## src/hw/rtl/rv32alu_pkg.sv

```systemverilog
// rv32alu_pkg: shared constants, operation codes and the decoded word type
// for the register alu execute block
// no dependencies
package rv32alu_pkg;

  localparam int XLEN        = 32;
  localparam int MODE_W      = 4;
  localparam int IDX_W       = 5;
  localparam int REG_COUNT   = 32;
  localparam int REG_ADDR_W  = $clog2(REG_COUNT);
  localparam int SHAMT_W     = 5;
  localparam logic [XLEN-1:0] PC_STEP = XLEN'(4);

  localparam int QUEUE_DEPTH = 2;
  localparam int Q_PTR_W     = $clog2(QUEUE_DEPTH);
  localparam int Q_CNT_W     = $clog2(QUEUE_DEPTH + 1);

  // operation codes, equal to the mode field encoding
  typedef enum logic [MODE_W-1:0] {
    OP_ADD  = 4'd0,
    OP_SUB  = 4'd1,
    OP_XOR  = 4'd2,
    OP_OR   = 4'd3,
    OP_AND  = 4'd4,
    OP_SLL  = 4'd5,
    OP_SRL  = 4'd6,
    OP_SRA  = 4'd7,
    OP_ADDI = 4'd8,
    OP_XORI = 4'd9,
    OP_ORI  = 4'd10,
    OP_ANDI = 4'd11,
    OP_LUI  = 4'd12,
    OP_NONE = 4'd13
  } op_t;

  // classified instruction word passed from front to back
  typedef struct packed {
    op_t              op;
    logic             we;
    logic [IDX_W-1:0] rd;
    logic [IDX_W-1:0] rs_a;
    logic [IDX_W-1:0] rs_b;
    logic             a_zero;
    logic             b_zero;
    logic [XLEN-1:0]  imm;
    logic [XLEN-1:0]  next_pc;
  } dec_t;

  // register index that always reads as zero
  function automatic logic idx_reads_zero(input logic [IDX_W-1:0] idx);
    logic out_of_range;
    out_of_range = ({1'b0, idx} >= (IDX_W+1)'(REG_COUNT));
    return (idx == '0) || out_of_range;
  endfunction

endpackage

```

## src/hw/rtl/rv32alu_if.sv

```systemverilog
// rv32alu_in_if / rv32alu_out_if: valid/ready channels for instruction
// words and result words
// depends on rv32alu_pkg
interface rv32alu_in_if;
  import rv32alu_pkg::*;
  logic                     valid;
  logic                     ready;
  logic [MODE_W-1:0]        mode;
  logic [IDX_W-1:0]         dest_index;
  logic [IDX_W-1:0]         source_a_index;
  logic [IDX_W-1:0]         source_b_index;
  logic signed [XLEN-1:0]   immediate;

  modport source (output valid, mode, dest_index, source_a_index, source_b_index,
                  immediate, input ready);
  modport sink   (input valid, mode, dest_index, source_a_index, source_b_index,
                  immediate, output ready);
endinterface

interface rv32alu_out_if;
  import rv32alu_pkg::*;
  logic             valid;
  logic             ready;
  logic             write_enable;
  logic [IDX_W-1:0] written_register;
  logic [XLEN-1:0]  written_value;
  logic [XLEN-1:0]  next_pc;

  modport source (output valid, write_enable, written_register, written_value, next_pc,
                  input ready);
  modport sink   (input valid, write_enable, written_register, written_value, next_pc,
                  output ready);
endinterface

```

## src/hw/rtl/rv32i_register_alu_execute.sv

```systemverilog
// Executes one RV32I register-register, register-immediate or lui
// instruction per input word against a 32 x 32-bit register file and
// returns one result word per instruction, in order. Sustained rate is one
// word per cycle with both sides flowing; an accepted word passes through the
// queue, the register file read (a registered read port), then execute and
// write back, then the result word register, with a bypass so a dependent
// instruction may follow directly. The program counter starts at zero after
// reset and each result carries its value plus 4. Register zero and unused
// modes never write. The register file needs no clearing pass: per-register
// written flags make unwritten registers read as zero.
// depends on rv32alu_pkg, rv32alu_if, rv32alu_front, rv32alu_queue, rv32alu_back
module rv32i_register_alu_execute
  import rv32alu_pkg::*;
(
  input  logic          clk,
  input  logic          rst_n,
  rv32alu_in_if.sink    in_ch,
  rv32alu_out_if.source out_ch
);

  logic q_push;
  logic q_full;
  logic q_pop;
  logic q_empty;
  dec_t q_word;
  dec_t q_head;

  // accept and classify
  rv32alu_front u_front (
    .clk    (clk),
    .rst_n  (rst_n),
    .in_ch  (in_ch),
    .q_full (q_full),
    .q_push (q_push),
    .q_word (q_word)
  );

  // decoupling queue
  rv32alu_queue u_queue (
    .clk       (clk),
    .rst_n     (rst_n),
    .push      (q_push),
    .push_word (q_word),
    .full      (q_full),
    .pop       (q_pop),
    .head      (q_head),
    .empty     (q_empty)
  );

  // execute and write back
  rv32alu_back u_back (
    .clk     (clk),
    .rst_n   (rst_n),
    .q_head  (q_head),
    .q_empty (q_empty),
    .q_pop   (q_pop),
    .out_ch  (out_ch)
  );

endmodule

```

## src/hw/rtl/rv32alu_ram.sv

```systemverilog
// rv32alu_ram: generic ram, one write port, two registered read ports
// no dependencies
module rv32alu_ram #(
  parameter int WIDTH = 32,
  parameter int DEPTH = 32
) (
  input  logic                     clk,
  input  logic                     we,
  input  logic [$clog2(DEPTH)-1:0] waddr,
  input  logic [WIDTH-1:0]         wdata,
  input  logic                     re,
  input  logic [$clog2(DEPTH)-1:0] raddr_a,
  input  logic [$clog2(DEPTH)-1:0] raddr_b,
  output logic [WIDTH-1:0]         rdata_a,
  output logic [WIDTH-1:0]         rdata_b
);

  logic [WIDTH-1:0] mem_r [DEPTH];

  // write port
  always_ff @(posedge clk) begin
    if (we) begin
      mem_r[waddr] <= wdata;
    end
  end

  // read ports, old data on a same-cycle write
  always_ff @(posedge clk) begin
    if (re) begin
      rdata_a <= mem_r[raddr_a];
      rdata_b <= mem_r[raddr_b];
    end
  end

endmodule

```

## src/hw/rtl/rv32alu_front.sv

```systemverilog
// rv32alu_front: accepts instruction words, classifies the operation,
// qualifies the write and stamps the next program counter
// depends on rv32alu_pkg, rv32alu_if
module rv32alu_front
  import rv32alu_pkg::*;
(
  input  logic        clk,
  input  logic        rst_n,
  rv32alu_in_if.sink  in_ch,
  input  logic        q_full,
  output logic        q_push,
  output dec_t        q_word
);

  logic [XLEN-1:0] pc_r;
  logic [XLEN-1:0] pc_nxt;
  op_t             op;

  // accept whenever the queue has room
  assign in_ch.ready = !q_full;
  assign q_push      = in_ch.valid && !q_full;
  assign pc_nxt      = pc_r + PC_STEP;

  // operation decode, unused modes become no-ops
  always_comb begin
    priority if (in_ch.mode <= OP_LUI) begin
      op = op_t'(in_ch.mode);
    end else begin
      op = OP_NONE;
    end
  end

  // classified word
  always_comb begin
    q_word.op      = op;
    q_word.we      = (op != OP_NONE) && !idx_reads_zero(in_ch.dest_index);
    q_word.rd      = in_ch.dest_index;
    q_word.rs_a    = in_ch.source_a_index;
    q_word.rs_b    = in_ch.source_b_index;
    q_word.a_zero  = idx_reads_zero(in_ch.source_a_index);
    q_word.b_zero  = idx_reads_zero(in_ch.source_b_index);
    q_word.imm     = XLEN'(in_ch.immediate);
    q_word.next_pc = pc_nxt;
  end

  // program counter advances once per accepted word
  always_ff @(posedge clk) begin
    if (!rst_n) begin
      pc_r <= '0;
    end else if (q_push) begin
      pc_r <= pc_nxt;
    end
  end

endmodule

```

## src/hw/rtl/rv32alu_queue.sv

```systemverilog
// rv32alu_queue: short fifo of classified words between front and back
// depends on rv32alu_pkg
module rv32alu_queue
  import rv32alu_pkg::*;
(
  input  logic clk,
  input  logic rst_n,
  input  logic push,
  input  dec_t push_word,
  output logic full,
  input  logic pop,
  output dec_t head,
  output logic empty
);

  dec_t               slot_r [QUEUE_DEPTH];
  logic [Q_PTR_W-1:0] wr_ptr_r;
  logic [Q_PTR_W-1:0] rd_ptr_r;
  logic [Q_CNT_W-1:0] cnt_r;
  logic [Q_PTR_W-1:0] wr_ptr_nxt;
  logic [Q_PTR_W-1:0] rd_ptr_nxt;

  assign full  = (cnt_r == Q_CNT_W'(QUEUE_DEPTH));
  assign empty = (cnt_r == '0);
  assign head  = slot_r[rd_ptr_r];

  // pointer wrap
  assign wr_ptr_nxt = (wr_ptr_r == Q_PTR_W'(QUEUE_DEPTH - 1)) ? '0 : wr_ptr_r + 1'b1;
  assign rd_ptr_nxt = (rd_ptr_r == Q_PTR_W'(QUEUE_DEPTH - 1)) ? '0 : rd_ptr_r + 1'b1;

  // storage
  always_ff @(posedge clk) begin
    if (push) begin
      slot_r[wr_ptr_r] <= push_word;
    end
  end

  // pointers and fill count
  always_ff @(posedge clk) begin
    if (!rst_n) begin
      wr_ptr_r <= '0;
      rd_ptr_r <= '0;
      cnt_r    <= '0;
    end else begin
      if (push) begin
        wr_ptr_r <= wr_ptr_nxt;
      end
      if (pop) begin
        rd_ptr_r <= rd_ptr_nxt;
      end
      if (push && !pop) begin
        cnt_r <= cnt_r + 1'b1;
      end else if (pop && !push) begin
        cnt_r <= cnt_r - 1'b1;
      end
    end
  end

endmodule

```

## src/hw/rtl/rv32alu_back.sv

```systemverilog
// rv32alu_back: issues words from the queue, reads the register file,
// executes the alu operation, writes back and holds the result word
// depends on rv32alu_pkg, rv32alu_if, rv32alu_ram
module rv32alu_back
  import rv32alu_pkg::*;
(
  input  logic          clk,
  input  logic          rst_n,
  input  dec_t          q_head,
  input  logic          q_empty,
  output logic          q_pop,
  rv32alu_out_if.source out_ch
);

  // execute stage
  logic            ex_vld_r;
  dec_t            ex_r;
  logic            fwd_a_r;
  logic            fwd_b_r;
  logic            vld_a_r;
  logic            vld_b_r;
  logic [XLEN-1:0] fwd_val_r;
  logic [REG_COUNT-1:0] reg_vld_r;

  // result word
  logic             out_vld_r;
  logic             out_we_r;
  logic [IDX_W-1:0] out_rd_r;
  logic [XLEN-1:0]  out_val_r;
  logic [XLEN-1:0]  out_pc_r;

  logic            ex_fire;
  logic            issue;
  logic            wr_en;
  logic [XLEN-1:0] ram_a;
  logic [XLEN-1:0] ram_b;
  logic [XLEN-1:0] opd_a;
  logic [XLEN-1:0] opd_b;
  logic [SHAMT_W-1:0] shamt;
  logic [XLEN-1:0] result;

  assign ex_fire = ex_vld_r && (!out_vld_r || out_ch.ready);
  assign issue   = !q_empty && (!ex_vld_r || ex_fire);
  assign q_pop   = issue;
  assign wr_en   = ex_fire && ex_r.we;

  rv32alu_ram #(
    .WIDTH (XLEN),
    .DEPTH (REG_COUNT)
  ) u_regfile (
    .clk     (clk),
    .we      (wr_en),
    .waddr   (ex_r.rd[REG_ADDR_W-1:0]),
    .wdata   (result),
    .re      (issue),
    .raddr_a (q_head.rs_a[REG_ADDR_W-1:0]),
    .raddr_b (q_head.rs_b[REG_ADDR_W-1:0]),
    .rdata_a (ram_a),
    .rdata_b (ram_b)
  );

  // issue: capture word, written flags and bypass from the retiring word
  always_ff @(posedge clk) begin
    if (issue) begin
      ex_r      <= q_head;
      vld_a_r   <= reg_vld_r[q_head.rs_a[REG_ADDR_W-1:0]];
      vld_b_r   <= reg_vld_r[q_head.rs_b[REG_ADDR_W-1:0]];
      fwd_a_r   <= wr_en && (ex_r.rd == q_head.rs_a);
      fwd_b_r   <= wr_en && (ex_r.rd == q_head.rs_b);
      fwd_val_r <= result;
    end
  end

  // operand select: zero register, bypass, never written, or ram
  always_comb begin
    priority if (ex_r.a_zero) begin
      opd_a = '0;
    end else if (fwd_a_r) begin
      opd_a = fwd_val_r;
    end else if (vld_a_r) begin
      opd_a = ram_a;
    end else begin
      opd_a = '0;
    end
    priority if (ex_r.b_zero) begin
      opd_b = '0;
    end else if (fwd_b_r) begin
      opd_b = fwd_val_r;
    end else if (vld_b_r) begin
      opd_b = ram_b;
    end else begin
      opd_b = '0;
    end
  end

  assign shamt = opd_b[SHAMT_W-1:0];

  // alu
  always_comb begin
    unique case (ex_r.op)
      OP_ADD:  result = opd_a + opd_b;
      OP_SUB:  result = opd_a - opd_b;
      OP_XOR:  result = opd_a ^ opd_b;
      OP_OR:   result = opd_a | opd_b;
      OP_AND:  result = opd_a & opd_b;
      OP_SLL:  result = opd_a << shamt;
      OP_SRL:  result = opd_a >> shamt;
      OP_SRA:  result = XLEN'($signed(opd_a) >>> shamt);
      OP_ADDI: result = opd_a + ex_r.imm;
      OP_XORI: result = opd_a ^ ex_r.imm;
      OP_ORI:  result = opd_a | ex_r.imm;
      OP_ANDI: result = opd_a & ex_r.imm;
      OP_LUI:  result = ex_r.imm;
      OP_NONE: result = '0;
      default: result = '0;
    endcase
  end

  // stage valids and register written flags
  always_ff @(posedge clk) begin
    if (!rst_n) begin
      ex_vld_r  <= 1'b0;
      out_vld_r <= 1'b0;
      reg_vld_r <= '0;
    end else begin
      if (issue) begin
        ex_vld_r <= 1'b1;
      end else if (ex_fire) begin
        ex_vld_r <= 1'b0;
      end
      if (ex_fire) begin
        out_vld_r <= 1'b1;
      end else if (out_ch.ready) begin
        out_vld_r <= 1'b0;
      end
      if (wr_en) begin
        reg_vld_r[ex_r.rd[REG_ADDR_W-1:0]] <= 1'b1;
      end
    end
  end

  // result word register
  always_ff @(posedge clk) begin
    if (ex_fire) begin
      out_we_r  <= ex_r.we;
      out_rd_r  <= ex_r.we ? ex_r.rd : '0;
      out_val_r <= result;
      out_pc_r  <= ex_r.next_pc;
    end
  end

  assign out_ch.valid            = out_vld_r;
  assign out_ch.write_enable     = out_we_r;
  assign out_ch.written_register = out_rd_r;
  assign out_ch.written_value    = out_val_r;
  assign out_ch.next_pc          = out_pc_r;

endmodule

```

## src/flat_wrapper.sv

```systemverilog
// flat-port wrapper written by rule: the top's interface ports become plain ports
module rv32i_register_alu_execute_flat import rv32alu_pkg::*;
  (clk, rst_n, in_ch_valid, in_ch_mode, in_ch_dest_index, in_ch_source_a_index, in_ch_source_b_index, in_ch_immediate, in_ch_ready, out_ch_valid, out_ch_write_enable, out_ch_written_register, out_ch_written_value, out_ch_next_pc, out_ch_ready);
  rv32alu_in_if in_ch_i ();
  rv32alu_out_if out_ch_i ();
  input  logic clk;
  input  logic rst_n;
  input wire logic [$bits(in_ch_i.valid)-1:0] in_ch_valid;
  input wire logic [$bits(in_ch_i.mode)-1:0] in_ch_mode;
  input wire logic [$bits(in_ch_i.dest_index)-1:0] in_ch_dest_index;
  input wire logic [$bits(in_ch_i.source_a_index)-1:0] in_ch_source_a_index;
  input wire logic [$bits(in_ch_i.source_b_index)-1:0] in_ch_source_b_index;
  input wire logic [$bits(in_ch_i.immediate)-1:0] in_ch_immediate;
  output wire logic [$bits(in_ch_i.ready)-1:0] in_ch_ready;
  output wire logic [$bits(out_ch_i.valid)-1:0] out_ch_valid;
  output wire logic [$bits(out_ch_i.write_enable)-1:0] out_ch_write_enable;
  output wire logic [$bits(out_ch_i.written_register)-1:0] out_ch_written_register;
  output wire logic [$bits(out_ch_i.written_value)-1:0] out_ch_written_value;
  output wire logic [$bits(out_ch_i.next_pc)-1:0] out_ch_next_pc;
  input wire logic [$bits(out_ch_i.ready)-1:0] out_ch_ready;
  assign in_ch_i.valid = in_ch_valid;
  assign in_ch_i.mode = in_ch_mode;
  assign in_ch_i.dest_index = in_ch_dest_index;
  assign in_ch_i.source_a_index = in_ch_source_a_index;
  assign in_ch_i.source_b_index = in_ch_source_b_index;
  assign in_ch_i.immediate = in_ch_immediate;
  assign in_ch_ready = in_ch_i.ready;
  assign out_ch_valid = out_ch_i.valid;
  assign out_ch_write_enable = out_ch_i.write_enable;
  assign out_ch_written_register = out_ch_i.written_register;
  assign out_ch_written_value = out_ch_i.written_value;
  assign out_ch_next_pc = out_ch_i.next_pc;
  assign out_ch_i.ready = out_ch_ready;
  rv32i_register_alu_execute u_core (.clk(clk), .rst_n(rst_n), .in_ch(in_ch_i), .out_ch(out_ch_i));
endmodule
```

## config.mk

```make
export PLATFORM = sky130hd
export DESIGN_NAME = rv32i_register_alu_execute_flat
export DESIGN_NICKNAME = d
export VERILOG_FILES = /design/src/hw/rtl/rv32alu_pkg.sv /design/src/hw/rtl/rv32alu_if.sv /design/src/hw/rtl/rv32i_register_alu_execute.sv /design/src/hw/rtl/rv32alu_ram.sv /design/src/hw/rtl/rv32alu_front.sv /design/src/hw/rtl/rv32alu_queue.sv /design/src/hw/rtl/rv32alu_back.sv /design/src/flat_wrapper.sv
export SDC_FILE = /design/constraint.sdc
export NUM_CORES = 2
export LEC_CHECK = 0
export BUFFER_PORTS_ARGS = -buffer_cell sky130_fd_sc_hd__buf_2
export CAP_MARGIN = 15
export CORE_MARGIN = 4
export CORE_UTILIZATION = 54
export DETAILED_ROUTE_END_ITERATION = 16
export GPL_TIMING_DRIVEN = 1
export PLACE_DENSITY = 0.7
export SLEW_MARGIN = 0
export SYNTH_ARGS = -nofsm -noshare
export SYNTH_HDL_FRONTEND = slang
export SYNTH_SLANG_ARGS = --single-unit
```

## constraint.sdc

```tcl
create_clock -name clk -period 9.3 [get_ports clk]
set_input_delay 0 -clock clk [delete_from_list [all_inputs] [get_ports clk]]
set_output_delay 0 -clock clk [all_outputs]
set_load 0.01 [all_outputs]
```

==> summary.md <==
| Metric | Value |
|---|---|
| Root buf cell | clkbuf_16 |
| Gr usage total | 35.10% |
| Final setup margin | 2.108 ns |
| Worst flop-to-flop path endpoint | u_core.u_back.u_regfile.mem_r[26][31] |
| Vias per inst | 7.014 |
| CP Cell Sequence | inv_2, a32oi_1, nand4_1, nor4_1, nor2b_1, nor3b_1, xor2_1, o21ai_1, ha_1, nand2_1, nor4_1, nand4_1, o22ai_1, o221ai_1, o21ai_0, a21oi_1, xor2_1, o221ai_4 |
| Final cell count without fillers | 7236 |
| #FFs+latches synth | 1503 |
| Critical R2R Launch | u_core.u_back.fwd_b_r |
| Port Buffers | 124 |
| FFs w/ async S/R, synth | 0% |
| Pre-CTS setup slack | 2.192 ns |
| Reg2Reg Depth | 18 |
| Worst VDD drop | 338.1 uV |
| Worst path required time | 9.75 ns |
| Core area | 0.1356 mm^2 |
| Post-Place Cells | 6851 |
| Crit path max-delay cell type | edfxtp_1 |
| Worst Tran Pin Value | 1.315 ns |
| Initial antenna violation count | 11 |
| CP bufs+invs | 1 |
| Kind of critical path | register to register |
| Starting DRC count in detailed routing | 7839 |
| CTS tree | yes |
| RD Place Congestion | 0.9790 |
| CTS Buf Count | 154 |
| Synth Warn # | 0 |
| Io pins | 127 |
| Hold Crit Class | primary input to register |
| Final period util | 77.33% |
| Post-DRT Antenna Nets | 0 |
| Fin Hold WS | 0.04226 ns |
| Pwr dens | 358.5 mW/mm^2 |
| Clk_lat worst skew | 0.81 ns |
| Unique masters post-synth | 83 |
| Die Y | 377.7 um |
| Fmax | 139.1 MHz |
| # setup viols final | 0 |
| Multi-input logic area | 0.02827 mm^2 |
| Sink Count | 1503 |
| Rows | 135 |
| Wirelength, routed | 251.7 mm |
| Post-DP HPWL | 151.6 mm |
| Synthesis-to-finish area growth | 12.55% |
| Status | complete, no violations |
| Routed via count | 50750 |
| Hold depth | 2 |
| Starting Density | 54.40% |
| RSZ-0062 raised after global routing | false |
| Max Cap Violations | 0 |
| Vias in the first global route | 49280 |
| Hold Crit Start | in_ch_source_a_index[3] |
| GRT Residual Overflow | 0 |
| Share of layout cells above drive strength 1 | 22.25% |
| P_leak | 0.02836 uW |
| Reg2Reg Setup Slack | 2.11 ns |
| Synthesized cell area | 0.07379 mm^2 |
| Seq/Total Area, Yosys | 60.23% |
| Register area | 0.04445 mm^2 |
| Fin. Hold Viols | 0 |
| Synth Instances | 5166 |
| CTS Buffer Depth | 3 |
| Final Skew | 0.05466 ns |
| Crit-path max FO | 34 |
| PostCTS Resize Cnt | 0 |
| Fin util | 61.23% |
| # DRC | 0 |
| Max H-tree Level | 4 |
| Clock transition at path regs | 0.06 ns |
| WL/cell | 34.79 um |
| Worst path max stage delay | 0.90 ns |
| Initial DRT Pass Iterations | 8 |
| CP Data Arrival Time | 7.64 ns |
| Nets@finish | 5420 |
| Full die area | 0.1426 mm^2 |
| Crit path launch type | register |
| Synth Flop Type | edfxtp_1 |
| Hold Path End | u_core.u_queue.slot_r[1][74] |
| Number of synthesized flops with an enable pin | 1434 |
| Setup crit end kind | register |
| Filler instances | 10020 |
| Largest net degree at the start of global routing | 145 |
| Syn_area_per_cell | 14.28 um^2 |
| TNS Setup | 0 ns |
| Min Clock Period, post-route | 7.192 ns |
| First-pass GRT wire length | 354.4 mm |
| Max Slew Vio Count | 0 |
| Chip width | 377.7 um |
| Slew HR | 11.39% |
| CP delay by family, top | compound AO/OA/AOI/OAI gates |
## layout by cell type (no fill, tap or decap), types with 19 or more instances in the layout
cell / n
a211oi_1: 29
a21o_1: 34
a21oi_1: 111
a221oi_1: 29
a22oi_1: 41
a31oi_1: 22
and2_1: 34
buf_2: 124
buf_4: 145
clkbuf_1: 33
clkbuf_16: 155
clkinv_1: 25
clkinv_2: 25
dfxtp_1: 68
dlygate4sd3_1: 100
edfxtp_1: 1434
ha_1: 34
inv_1: 47
mux2_2: 90
mux2i_1: 126
mux4_2: 528
nand2_1: 815
nand3_1: 362
nand3b_1: 44
nor2_1: 141
nor2_4: 33
nor3_1: 41
o211ai_1: 29
o21a_1: 40
o21ai_0: 227
o221ai_1: 19
or3_1: 21
xnor2_1: 93
xor2_1: 46
## metal layers
metal,share of wire (%),GRT usage (%)
met1,37,48.17
met4,5.2,16.14
met3,12,9.487
met5,0.068,0.8233
met2,45,52.78
## cell usage after synthesis (35+ instances only)
cell / count / area, um^2
clkbuf_1: 224 / 840.8
edfxtp_1: 1434 / 43060
buf_1: 130 / 488.0
mux2_2: 94 / 1059
nand2_1: 815 / 3059
dfxtp_1: 69 / 1381
mux2i_1: 136 / 1361
a21oi_1: 114 / 570.6
nor3_1: 44 / 220.2
inv_1: 48 / 180.2
nand3_1: 362 / 1812
nor2_1: 176 / 660.6
nand3b_1: 44 / 330.3
mux4_2: 528 / 11890
xnor2_1: 93 / 814.5
xor2_1: 46 / 402.9
and2_1: 35 / 219.0
a22oi_1: 41 / 307.8
o21a_1: 40 / 300.3
o21ai_0: 232 / 1161
## report_power, final
group          leakage, uW  switching, uW  total, uW  internal (uW)
clock network      0.00240           2680       6070           3390
registers           0.0138            722      10800          10100
logic               0.0121           8820      12900           4040
total               0.0284          12200      29800          17500
## sequential cells by signal (all words and copies together) (netlist names), 5 cells and up, named ones only
register and count:
u_core.u_back.out_ch.next_pc 30, u_core.u_back.out_ch.written_register 5, u_core.u_queue.slot_r 168, u_core.u_back.ex_r 74
u_core.u_front.pc_r 30, u_core.u_back.u_regfile.rdata_b 32, u_core.u_back.fwd_val_r 32, u_core.u_back.u_regfile.rdata_a 32
u_core.u_back.reg_vld_r 32, u_core.u_back.u_regfile.mem_r 1024, u_core.u_back.out_ch.written_value 32
## logic make-up after synthesis
family / count (synthesis) / synth area share (%)
buffers and inverters: 426 / 2.216
muxes: 759 / 19.41
and+or+nand+nor: 1586 / 9.538
AOI/OAI and AO/OA: 717 / 6.347
other: 1 / 0.005082
adders and majority gates: 35 / 0.6037
DFF: 1503 / 60.23
xor gates and xnor gates: 139 / 1.650
## how the worst max path moves through the flow
stage | startpoint | to | slack, ns | cells past startpoint
floorplan | u_core.u_back.fwd_b_r | u_core.u_back.fwd_val_r[27] | 2.38 | 22
CTS | u_core.u_back.fwd_b_r | u_core.u_back.u_regfile.mem_r[19][28] | 2.10 | 21
global route | u_core.u_back.fwd_b_r | u_core.u_back.u_regfile.mem_r[24][31] | 1.70 | 18
detailed placement | u_core.u_back.fwd_b_r | u_core.u_back.u_regfile.mem_r[5][28] | 2.19 | 21
global placement | u_core.u_back.fwd_b_r | u_core.u_back.u_regfile.mem_r[14][28] | 2.27 | 16
finish | u_core.u_back.fwd_b_r | u_core.u_back.u_regfile.mem_r[26][31] | 2.11 | 18
## per-stage QoR
step                area [um^2]  total power, uW
finish                    83050            29770
CTS                       82940            29390
global placement          77010            23190
detailed placement        77020            23290
global route              83040            30720
floorplan                 73790            18250
## layout make-up
class	instances	share of cell area, %
antenna	4	0.01205
inverter	52	0.2441
clock inverter	84	1.023
multi-input combinational	3238	34.05
clock buffer	193	4.903
timing repair buffer	381	3.569
sequential	1503	53.52
tap	1781	2.683
## timing repair
action,in CTS,in global routing
setup buffers,0,0
hold buffers,100,0
endpoints found under the hold margin,249,0
(Power assumes the default switching activity.)
